File: config.mk
export PLATFORM = sky130hd
export DESIGN_NAME = minmax_peak_pyramid_flat
export DESIGN_NICKNAME = d
export VERILOG_FILES = /design/src/mmp_pkg.sv /design/src/mmp_if.sv /design/src/minmax_peak_pyramid.sv /design/src/mmp_cell.sv /design/src/mmp_plan.sv /design/src/flat_wrapper.sv
export SDC_FILE = /design/constraint.sdc
export NUM_CORES = 2
export LEC_CHECK = 0
export ABC_AREA = 1
export BUFFER_PORTS_ARGS = -buffer_cell sky130_fd_sc_hd__buf_2
export CAP_MARGIN = 20
export CORE_MARGIN = 4
export CORE_UTILIZATION = 55
export CTS_CLUSTER_DIAMETER = 100
export DETAILED_ROUTE_END_ITERATION = 8
export GPL_TIMING_DRIVEN = 0
export PLACE_DENSITY_LB_ADDON = 0.12
export SYNTH_ARGS = -nofsm -noshare
export SYNTH_HDL_FRONTEND = slang
export SYNTH_HIERARCHICAL = 1
export SYNTH_SLANG_ARGS = --single-unit
export TNS_END_PERCENT = 100
File: constraint.sdc
create_clock -name clk_i -period 4.1 [get_ports clk_i]
set_clock_uncertainty 0.1 [all_clocks]
set_input_delay 0.205 -clock clk_i [delete_from_list [all_inputs] [get_ports clk_i]]
set_output_delay 0.205 -clock clk_i [all_outputs]
set_load 0.05 [all_outputs]
File: src/mmp_pkg.sv
// shared constants, codes and item types of the min/max peak pyramid
package mmp_pkg;

  localparam int unsigned SampW      = 16;
  localparam int unsigned CntW       = 32;
  localparam int unsigned BaseWindow = 256;
  localparam int unsigned GroupSize  = 4;
  localparam int unsigned TopLimit   = 2048;
  localparam int unsigned MaxLevels  = 8;
  localparam longint unsigned MaxPeakPairs = 64'd33554432;

  localparam int unsigned FillW = $clog2(BaseWindow + 1);
  localparam int unsigned LvlW  = $clog2(MaxLevels);
  localparam int unsigned LuW   = $clog2(MaxLevels + 1);
  localparam int unsigned PlanW = CntW + 2;

  localparam logic signed [SampW-1:0] SampMax = {1'b0, {(SampW-1){1'b1}}};
  localparam logic signed [SampW-1:0] SampMin = {1'b1, {(SampW-1){1'b0}}};

  typedef enum logic [1:0] {
    STAT_OK    = 2'd0,
    STAT_PLAN  = 2'd1,
    STAT_COUNT = 2'd2
  } status_e;

  typedef enum logic [1:0] {
    S_IDLE,
    S_WALK,
    S_FIN
  } ctrl_state_e;

  typedef struct packed {
    logic signed [SampW-1:0] sample;
    logic                    last_sample;
  } in_item_t;

  typedef struct packed {
    logic [LvlW-1:0]         level;
    logic signed [SampW-1:0] peak_min;
    logic signed [SampW-1:0] peak_max;
    logic                    last_peak;
    status_e                 status;
  } out_item_t;

  // token that climbs the chain of level cells
  typedef struct packed {
    logic                    valid;
    logic                    has;
    logic                    last;
    logic signed [SampW-1:0] mn;
    logic signed [SampW-1:0] mx;
  } tok_t;

  // what a cell reports to the controller in the cycle it takes the token
  typedef struct packed {
    logic                    valid;
    logic                    done;
    logic signed [SampW-1:0] mn;
    logic signed [SampW-1:0] mx;
  } cell_evt_t;

endpackage

File: src/mmp_if.sv
// valid/ready stream interfaces for the sample and peak channels
interface mmp_in_if;
  logic               valid;
  logic               ready;
  mmp_pkg::in_item_t  data;
  modport source (output valid, output data, input ready);
  modport sink (input valid, input data, output ready);
endinterface

interface mmp_out_if;
  logic               valid;
  logic               ready;
  mmp_pkg::out_item_t data;
  modport source (output valid, output data, input ready);
  modport sink (input valid, input data, output ready);
endinterface

File: src/minmax_peak_pyramid.sv
// top level: min/max peak pyramid over a signed sample stream
// a sample climbs one level cell per cycle while the output register is not stalled; a peak
//   waits in the pending register and moves to the output register on the next peak or at the end
// a new sample is not taken until the token walk through the cell chain and the final
//   state are over
// config: after a sample_count write the planner runs, input not ready meanwhile
// reset: no plan (levels 0), all levels empty, so the first sample gives a plan error
module minmax_peak_pyramid (
  input  logic                     clk_i,
  input  logic                     rst_ni,
  input  logic                     cfg_we_i,
  input  logic [mmp_pkg::CntW-1:0] cfg_wdata_i,
  mmp_in_if.sink                   in_i,
  mmp_out_if.source                out_o
);

  mmp_pkg::ctrl_state_e state_q, state_d;

  logic [mmp_pkg::CntW-1:0]  count_q, seen_q;
  logic [mmp_pkg::CntW:0]    seen_after;
  logic                      err_seen_q;
  logic                      plan_busy;
  logic [mmp_pkg::LuW-1:0]   levels_used;

  // out_q is the channel register, pend_q holds the newest peak until we know
  // whether another one follows (that decides last_peak)
  mmp_pkg::out_item_t        out_q, pend_q;
  logic                      out_vq, pend_vq;

  mmp_pkg::tok_t             tok [mmp_pkg::MaxLevels+1];
  mmp_pkg::cell_evt_t        evt [mmp_pkg::MaxLevels];
  mmp_pkg::tok_t             inj_q;

  logic                      out_free, in_ready, acc, adv, run_ok, cell_clear, out_load;
  mmp_pkg::status_e          err;
  logic                      evt_v, evt_done;
  logic [mmp_pkg::LvlW-1:0]  evt_lvl;
  logic signed [mmp_pkg::SampW-1:0] evt_mn, evt_mx;

  mmp_plan u_plan (
    .clk_i    (clk_i),
    .rst_ni   (rst_ni),
    .we_i     (cfg_we_i),
    .count_i  (cfg_wdata_i),
    .busy_o   (plan_busy),
    .levels_o (levels_used)
  );

  // cell 0 takes the injected sample token, each cell feeds the next
  assign tok[0] = inj_q;

  for (genvar l = 0; l < mmp_pkg::MaxLevels; l++) begin : g_cell
    mmp_cell u_cell (
      .clk_i   (clk_i),
      .rst_ni  (rst_ni),
      .adv_i   (adv),
      .clear_i (cell_clear),
      .base_i  (l == 0),
      .top_i   (levels_used == mmp_pkg::LuW'(l + 1)),
      .tok_i   (tok[l]),
      .tok_o   (tok[l+1]),
      .evt_o   (evt[l])
    );
  end

  // only one cell holds the token, so at most one reports per cycle
  always_comb begin
    evt_v    = 1'b0;
    evt_done = 1'b0;
    evt_lvl  = '0;
    evt_mn   = '0;
    evt_mx   = '0;
    for (int l = 0; l < mmp_pkg::MaxLevels; l++) begin
      if (evt[l].valid) begin
        evt_v   = 1'b1;
        evt_lvl = mmp_pkg::LvlW'(l);
        evt_mn  = evt[l].mn;
        evt_mx  = evt[l].mx;
      end
      if (evt[l].done) begin
        evt_done = 1'b1;
      end
    end
  end

  always_comb begin
    out_free   = !out_vq || out_o.ready;
    in_ready   = (state_q == mmp_pkg::S_IDLE) && !plan_busy;
    acc        = in_i.valid && in_ready;
    adv        = (state_q == mmp_pkg::S_WALK) && out_free;
    seen_after = {1'b0, seen_q} + (mmp_pkg::CntW+1)'(1);

    // the pending peak moves into the channel register on the next peak or at the end
    out_load   = pend_vq && (((state_q == mmp_pkg::S_WALK) && adv && evt_v) ||
                             ((state_q == mmp_pkg::S_FIN) && out_free));

    // error check, plan first, then too many, then too few at the last sample
    priority if ((levels_used == '0) || (levels_used > mmp_pkg::LuW'(mmp_pkg::MaxLevels))) begin
      err = mmp_pkg::STAT_PLAN;
    end else if (seen_after > {1'b0, count_q}) begin
      err = mmp_pkg::STAT_COUNT;
    end else if (in_i.data.last_sample && (seen_after != {1'b0, count_q})) begin
      err = mmp_pkg::STAT_COUNT;
    end else begin
      err = mmp_pkg::STAT_OK;
    end

    run_ok     = !err_seen_q && (err == mmp_pkg::STAT_OK);
    // a last sample on a failed or dead run drops whatever the levels hold
    cell_clear = cfg_we_i || (acc && in_i.data.last_sample && !run_ok);

    state_d = state_q;
    unique case (state_q)
      mmp_pkg::S_IDLE: begin
        if (acc && run_ok) begin
          state_d = mmp_pkg::S_WALK;
        end else if (acc && !err_seen_q) begin
          state_d = mmp_pkg::S_FIN;
        end
      end
      mmp_pkg::S_WALK: begin
        if (adv && evt_done) begin
          state_d = mmp_pkg::S_FIN;
        end
      end
      mmp_pkg::S_FIN: begin
        if (out_free) begin
          state_d = mmp_pkg::S_IDLE;
        end
      end
      default: begin
        state_d = mmp_pkg::S_IDLE;
      end
    endcase
  end

  always_ff @(posedge clk_i or negedge rst_ni) begin
    if (!rst_ni) begin
      state_q <= mmp_pkg::S_IDLE;
    end else begin
      state_q <= state_d;
    end
  end

  // run bookkeeping and sample injection
  always_ff @(posedge clk_i or negedge rst_ni) begin
    if (!rst_ni) begin
      count_q    <= '0;
      seen_q     <= '0;
      err_seen_q <= 1'b0;
      inj_q      <= '0;
    end else if (cfg_we_i) begin
      count_q    <= cfg_wdata_i;
      seen_q     <= '0;
      err_seen_q <= 1'b0;
      inj_q      <= '0;
    end else begin
      if (adv) begin
        inj_q.valid <= 1'b0;
      end
      if (acc) begin
        if (err_seen_q) begin
          if (in_i.data.last_sample) begin
            seen_q     <= '0;
            err_seen_q <= 1'b0;
          end
        end else if (err != mmp_pkg::STAT_OK) begin
          if (in_i.data.last_sample) begin
            seen_q <= '0;
          end else begin
            err_seen_q <= 1'b1;
          end
        end else begin
          seen_q      <= in_i.data.last_sample ? '0 : seen_after[mmp_pkg::CntW-1:0];
          inj_q.valid <= 1'b1;
          inj_q.has   <= 1'b1;
          inj_q.last  <= in_i.data.last_sample;
          inj_q.mn    <= in_i.data.sample;
          inj_q.mx    <= in_i.data.sample;
        end
      end
    end
  end

  // result path: pending peak, then the channel register
  always_ff @(posedge clk_i or negedge rst_ni) begin
    if (!rst_ni) begin
      out_vq  <= 1'b0;
      pend_vq <= 1'b0;
      out_q   <= '0;
      pend_q  <= '0;
    end else begin
      if (out_load) begin
        out_vq <= 1'b1;
      end else if (out_o.ready) begin
        out_vq <= 1'b0;
      end
      unique case (state_q)
        mmp_pkg::S_IDLE: begin
          if (acc && !err_seen_q && (err != mmp_pkg::STAT_OK)) begin
            pend_vq          <= 1'b1;
            pend_q.level     <= '0;
            pend_q.peak_min  <= '0;
            pend_q.peak_max  <= '0;
            pend_q.last_peak <= 1'b0;
            pend_q.status    <= err;
          end
        end
        mmp_pkg::S_WALK: begin
          if (adv && evt_v) begin
            if (pend_vq) begin
              out_q <= pend_q;
            end
            pend_vq          <= 1'b1;
            pend_q.level     <= evt_lvl;
            pend_q.peak_min  <= evt_mn;
            pend_q.peak_max  <= evt_mx;
            pend_q.last_peak <= 1'b0;
            pend_q.status    <= mmp_pkg::STAT_OK;
          end
        end
        mmp_pkg::S_FIN: begin
          // nothing follows, so the pending peak closes this item
          if (out_free && pend_vq) begin
            out_q.level     <= pend_q.level;
            out_q.peak_min  <= pend_q.peak_min;
            out_q.peak_max  <= pend_q.peak_max;
            out_q.last_peak <= 1'b1;
            out_q.status    <= pend_q.status;
            pend_vq         <= 1'b0;
          end
        end
        default: begin
          pend_vq <= 1'b0;
        end
      endcase
    end
  end

  assign in_i.ready  = in_ready;
  assign out_o.valid = out_vq;
  assign out_o.data  = out_q;

endmodule

File: src/mmp_cell.sv
// one pyramid level: running min/max and fill count, passes a token upward
module mmp_cell (
  input  logic               clk_i,
  input  logic               rst_ni,
  input  logic               adv_i,
  input  logic               clear_i,
  input  logic               base_i,
  input  logic               top_i,
  input  mmp_pkg::tok_t      tok_i,
  output mmp_pkg::tok_t      tok_o,
  output mmp_pkg::cell_evt_t evt_o
);

  logic signed [mmp_pkg::SampW-1:0] min_q, max_q, mn_m, mx_m;
  logic [mmp_pkg::FillW-1:0]        fill_q, fill_n;
  logic                             take, thr_hit, close, pass;
  mmp_pkg::tok_t                    tok_q, tok_d;

  always_comb begin
    take    = adv_i && tok_i.valid;
    mn_m    = (tok_i.has && (tok_i.mn < min_q)) ? tok_i.mn : min_q;
    mx_m    = (tok_i.has && (tok_i.mx > max_q)) ? tok_i.mx : max_q;
    fill_n  = fill_q + mmp_pkg::FillW'(tok_i.has);
    thr_hit = base_i ? (fill_n >= mmp_pkg::FillW'(mmp_pkg::BaseWindow))
                     : (fill_n >= mmp_pkg::FillW'(mmp_pkg::GroupSize));
    close   = (tok_i.has && thr_hit) || (tok_i.last && (fill_n != '0));
    // a flush keeps climbing even past a level with nothing to close
    pass    = !top_i && (close || tok_i.last);

    tok_d = tok_q;
    if (adv_i) begin
      tok_d.valid = take && pass;
      tok_d.has   = close;
      tok_d.last  = tok_i.last;
      tok_d.mn    = mn_m;
      tok_d.mx    = mx_m;
    end

    evt_o.valid = take && close;
    evt_o.done  = take && !pass;
    evt_o.mn    = mn_m;
    evt_o.mx    = mx_m;
  end

  always_ff @(posedge clk_i or negedge rst_ni) begin
    if (!rst_ni) begin
      min_q  <= mmp_pkg::SampMax;
      max_q  <= mmp_pkg::SampMin;
      fill_q <= '0;
      tok_q  <= '0;
    end else if (clear_i) begin
      min_q  <= mmp_pkg::SampMax;
      max_q  <= mmp_pkg::SampMin;
      fill_q <= '0;
      tok_q  <= '0;
    end else begin
      tok_q <= tok_d;
      if (take) begin
        if (close) begin
          min_q  <= mmp_pkg::SampMax;
          max_q  <= mmp_pkg::SampMin;
          fill_q <= '0;
        end else begin
          min_q  <= mn_m;
          max_q  <= mx_m;
          fill_q <= fill_n;
        end
      end
    end
  end

  assign tok_o = tok_q;

endmodule

File: src/mmp_plan.sv
// iterative level planner, one pyramid level per cycle after a count write
module mmp_plan (
  input  logic                    clk_i,
  input  logic                    rst_ni,
  input  logic                    we_i,
  input  logic [mmp_pkg::CntW-1:0] count_i,
  output logic                    busy_o,
  output logic [mmp_pkg::LuW-1:0] levels_o
);

  localparam logic [mmp_pkg::PlanW-1:0] MaxPairs = mmp_pkg::PlanW'(mmp_pkg::MaxPeakPairs);
  localparam logic [mmp_pkg::PlanW-1:0] SppLimit = mmp_pkg::PlanW'(64'hFFFFFFFF / 4);

  logic                           busy_q, bad_q;
  logic [mmp_pkg::PlanW-1:0]      cur_q, tot_q, spp_q, base, nxt;
  logic [mmp_pkg::LuW-1:0]        lc_q, lu_q;

  always_comb begin
    base = mmp_pkg::PlanW'(count_i / mmp_pkg::BaseWindow)
         + mmp_pkg::PlanW'((count_i % mmp_pkg::BaseWindow) != 0);
    nxt  = (cur_q / mmp_pkg::GroupSize)
         + mmp_pkg::PlanW'((cur_q % mmp_pkg::GroupSize) != 0);
  end

  always_ff @(posedge clk_i or negedge rst_ni) begin
    if (!rst_ni) begin
      busy_q <= 1'b0;
      bad_q  <= 1'b0;
      lu_q   <= '0;
      lc_q   <= '0;
      cur_q  <= '0;
      tot_q  <= '0;
      spp_q  <= '0;
    end else if (we_i) begin
      busy_q <= 1'b1;
      bad_q  <= (base == '0) || (base > MaxPairs);
      lu_q   <= '0;
      lc_q   <= mmp_pkg::LuW'(1);
      cur_q  <= base;
      tot_q  <= base;
      spp_q  <= mmp_pkg::PlanW'(mmp_pkg::BaseWindow);
    end else if (busy_q) begin
      if (bad_q) begin
        busy_q <= 1'b0;
      end else if (cur_q <= mmp_pkg::PlanW'(mmp_pkg::TopLimit)) begin
        lu_q   <= lc_q;
        busy_q <= 1'b0;
      end else if ((spp_q > SppLimit) || (lc_q >= mmp_pkg::LuW'(mmp_pkg::MaxLevels))) begin
        busy_q <= 1'b0;
      end else if (nxt > (MaxPairs - tot_q)) begin
        busy_q <= 1'b0;
      end else begin
        spp_q <= spp_q << 2;
        cur_q <= nxt;
        tot_q <= tot_q + nxt;
        lc_q  <= lc_q + mmp_pkg::LuW'(1);
      end
    end
  end

  assign busy_o   = busy_q;
  assign levels_o = lu_q;

endmodule

File: src/flat_wrapper.sv
// flat-port wrapper written by rule: the top's interface ports become plain ports
module minmax_peak_pyramid_flat 
  (clk_i, rst_ni, cfg_we_i, cfg_wdata_i, in_i_valid, in_i_data, in_i_ready, out_o_valid, out_o_data, out_o_ready);
  mmp_in_if in_i_i ();
  mmp_out_if out_o_i ();
  input  logic clk_i;
  input  logic rst_ni;
  input  logic cfg_we_i;
  input  logic [mmp_pkg::CntW-1:0] cfg_wdata_i;
  input wire logic [$bits(in_i_i.valid)-1:0] in_i_valid;
  input wire logic [$bits(in_i_i.data)-1:0] in_i_data;
  output wire logic [$bits(in_i_i.ready)-1:0] in_i_ready;
  output wire logic [$bits(out_o_i.valid)-1:0] out_o_valid;
  output wire logic [$bits(out_o_i.data)-1:0] out_o_data;
  input wire logic [$bits(out_o_i.ready)-1:0] out_o_ready;
  assign in_i_i.valid = in_i_valid;
  assign in_i_i.data = in_i_data;
  assign in_i_ready = in_i_i.ready;
  assign out_o_valid = out_o_i.valid;
  assign out_o_data = out_o_i.data;
  assign out_o_i.ready = out_o_ready;
  minmax_peak_pyramid u_core (.clk_i(clk_i), .rst_ni(rst_ni), .cfg_we_i(cfg_we_i), .cfg_wdata_i(cfg_wdata_i), .in_i(in_i_i), .out_o(out_o_i));
endmodule
==> results.txt <==
The HPWL after detailed placement is about 140000 um. The residual antenna-violating net count after detailed routing is 0. Internal power comes to 17300 uW.

The via count of the first global-routing pass came out at 52500. The period utilization came out at 1.08. The switching share of power came out at 0.381. The area of the core is 100000 um2. TritonCTS built the clock tree. The number of port buffers is 93. The tree is rooted in a sky130_fd_sc_hd__clkbuf_16. The reported max-cap violation count is 0.

From bottom edge to top edge, the die measures 326 um. The post-CTS clock slew at the launch and capture registers of the worst setup and hold paths is about 60 ps. The share of post-route cells with drive strength above 1 came out at 0.170. For the pin with the worst max-slew slack, the measured transition is 1330 ps.

The number of max-slew violations in the final report is 0. The routed design has about 200000 um of wire. The DRC violation count after routing came out at 0. The run finished, with violations left. The die area is 107000 um2.

The floorplan row count is 116. For the worst flop-to-flop path, the logic depth is 15. The critical path arrival is 4920 ps. The critical path in this run is classified as register to register. Prior to clock tree synthesis, the placed netlist has a worst setup slack of -1880 ps. For this run, the detailed router's first-pass iteration total came to 9. Power spread over the standard cell area amounts to 415 nW/um2. The checks that failed: negative setup slack. The area of the mapped netlist came out at ~56000 um2. The effective utilization at floorplan is 0.556. The share of power burned in the clock network came out at 0.325. The final layout contains about 9000 nets. The number of antenna violations at the first check in global routing is 0. The number of cells on the worst hold path came out at 3. The synthesized instance count came out at 8075. In this run the worst hold path is classified as primary input to register. The horizontal die dimension came out at about 330 um.

From synthesis to final layout, the design area changed by 20.8%. The detail-routed via count per cell is between 5 and 6. The worst setup path is launched from a register. STA classifies the critical path endpoint as a register. Of the total power, combinational logic draws 0.333.

The share of total power dissipated in sequential elements is 0.341. Routability-driven placement finished with a final weighted congestion of 1.01. The number of antenna cells inserted is 0. The largest net degree at the start of global routing came out at ~120. Setup violations remaining at the end of the flow were counted as 651. The overall track demand over capacity in global routing came out at 0.346.

In the post-route analysis, the smallest setup slack over all paths is -312 ps. The first global-routing pass estimated slightly below 300000 um of wire. The largest fanout of any net on the critical path is 10. The time the worst path needs with I/O delays and setup is around 4400 ps. In the final routed layout, each cell accounts on average for 19.7 um. The global-route congestion overflow total is 0. The highest ir drop seen on vdd came out at 545 uV. The vias after detailed routing is 56900. The static leakage power came out at between 0.03 and 0.04 uW. At the worst endpoint, the required time is ~4600 ps. The number of warnings issued by yosys came out at 6. The number of clock buffers added by TritonCTS is 95. The number of placed I/O pins is 94. The achievable clock frequency is 227 MHz. The hold violation count in the final report came out at 0. The sum of negative setup slack is -97460 ps.

The average instance in the mapped netlist occupies 6.90 um2. The number of clock sinks seen by CTS came out at 818. Setup repair after global routing could not meet its margin everywhere. The setup slack on the worst flop-to-flop path came out at -310 ps. In this run, the number of DRC markers left after iteration 0 of detailed routing was 6228. The headroom to the max-slew limit is 0.110.

The largest buffer count on any clock path is 3. The H-tree depth reported by CTS is 3. The power spent charging and discharging nets is between 10000 and 15000 uW. The later-pin clock latency in the skew report is 680 ps.
cell usage in the layout (no fill, tap or decap), types with 101 or more instances in the layout:
master	n
sky130_fd_sc_hd__a21oi_1	197
sky130_fd_sc_hd__buf_2	146
sky130_fd_sc_hd__buf_4	108
sky130_fd_sc_hd__clkbuf_1	101
sky130_fd_sc_hd__clkbuf_16	127
sky130_fd_sc_hd__dfrtp_1	682
sky130_fd_sc_hd__dfstp_2	128
sky130_fd_sc_hd__ha_1	334
sky130_fd_sc_hd__inv_1	888
sky130_fd_sc_hd__nand2_1	3016
sky130_fd_sc_hd__nand2_2	141
sky130_fd_sc_hd__nand3_1	547
sky130_fd_sc_hd__nand3_2	170
sky130_fd_sc_hd__nand4_1	251
sky130_fd_sc_hd__nor2_1	429
sky130_fd_sc_hd__o21ai_0	180
repair_timing:
| item | in CTS | in global routing |
|---|---|---|
| hold endpoints to repair | 364 | 0 |
| setup buffers | 77 | 55 |
| gates cloned | 11 | 31 |
| gates resized for setup | 326 | 706 |
| hold buffers | 53 | 0 |
| pin swaps | 58 | 281 |
| endpoints found under the setup margin | 719 | 724 |
through the flow:
stage               std cells  hold WS [ps]  cell area, um2  total power, uW  utilization
floorplan                8081          -191           55800            14600            -
global placement         9531           307           58000            17000        0.578
detailed placement       9540         -10.2           58200            17200        0.580
CTS                      9859          21.5           63900            26700        0.637
global route             9944          92.7           67300            29300        0.671
finish                   9944          76.8           67300            27900        0.671
layer usage:
| layer | part of all wire | up-vias | global-route usage | wire length [um] |
|---|---|---|---|---|
| li1 | - | 26800 | - | - |
| met1 | 0.42 | 27100 | 0.485 | 82800 |
| met2 | 0.43 | 2501 | 0.524 | 84700 |
| met5 | 0 | - | 0 | 0 |
| met3 | 0.099 | 449 | 0.0788 | 19300 |
| met4 | 0.045 | 0 | 0.135 | 8720 |
critical path, cell delays in order, from the launching register on:
cell and delay [ps]:
sky130_fd_sc_hd__dfrtp_1 430, sky130_fd_sc_hd__inv_2 160, sky130_fd_sc_hd__nand2_1 150, sky130_fd_sc_hd__nor2_4 300
sky130_fd_sc_hd__buf_8 220, sky130_fd_sc_hd__clkbuf_1 380, sky130_fd_sc_hd__nand2_1 280, sky130_fd_sc_hd__nor2_1 180
sky130_fd_sc_hd__clkbuf_2 340, sky130_fd_sc_hd__inv_1 170, sky130_fd_sc_hd__clkbuf_2 300, sky130_fd_sc_hd__o21ai_0 340
sky130_fd_sc_hd__a21oi_1 290, sky130_fd_sc_hd__o21ai_1 450, sky130_fd_sc_hd__nand2_1 140, sky130_fd_sc_hd__nand2_1 100
power groups by stage:
stage	clock network (uW)	logic (uW)	registers (uW)
after floorplan	0	5210	9380
after global placement	0	7490	9550
after detailed placement	0	7630	9560
after CTS	9230	8080	9440
after global routing	9550	10100	9590
final	9090	9310	9530
cell type report:
cell class / instances / area [um2]
fill: 8732 / 32900
timing repair buffer: 322 / 3370
clock buffer: 147 / 2950
inverter: 962 / 3670
buffer: 309 / 2260
tap: 1357 / 1700
sequential: 818 / 20600
clock inverter: 31 / 393
multi-input combinational: 5998 / 32400
registers in the layout, summed over array words and instances, names as in the netlist, 19 cells and up:
register / count
u_core/g_cell.u_cell/tok_o: 245
u_core/pend_q: 37
u_core/inj_q: 19
u_core/g_cell.u_cell/fill_q: 72
u_core/u_plan/tot_q: 34
u_core/g_cell.u_cell/min_q: 128
u_core/u_plan/cur_q: 25
u_core/seen_q: 32
u_core/count_q: 32
u_core/out_o.data: 38
u_core/g_cell.u_cell/max_q: 128
path summary, 6_finish.rpt:
path,startpoint,endpoint
hold reg to reg,u_core/pend_q[10],u_core/out_o.data[10]
setup / recovery,u_core/state_q[1],u_core/pend_q[35]
setup reg to reg,u_core/state_q[1],u_core/pend_q[35]
min in group asynchronous,rst_ni,u_core/g_cell[3].u_cell/fill_q[1]
max in group asynchronous,rst_ni,u_core/u_plan/tot_q[7]
hold / removal,cfg_we_i,u_core/count_q[16]
(Power assumes the default switching activity.)
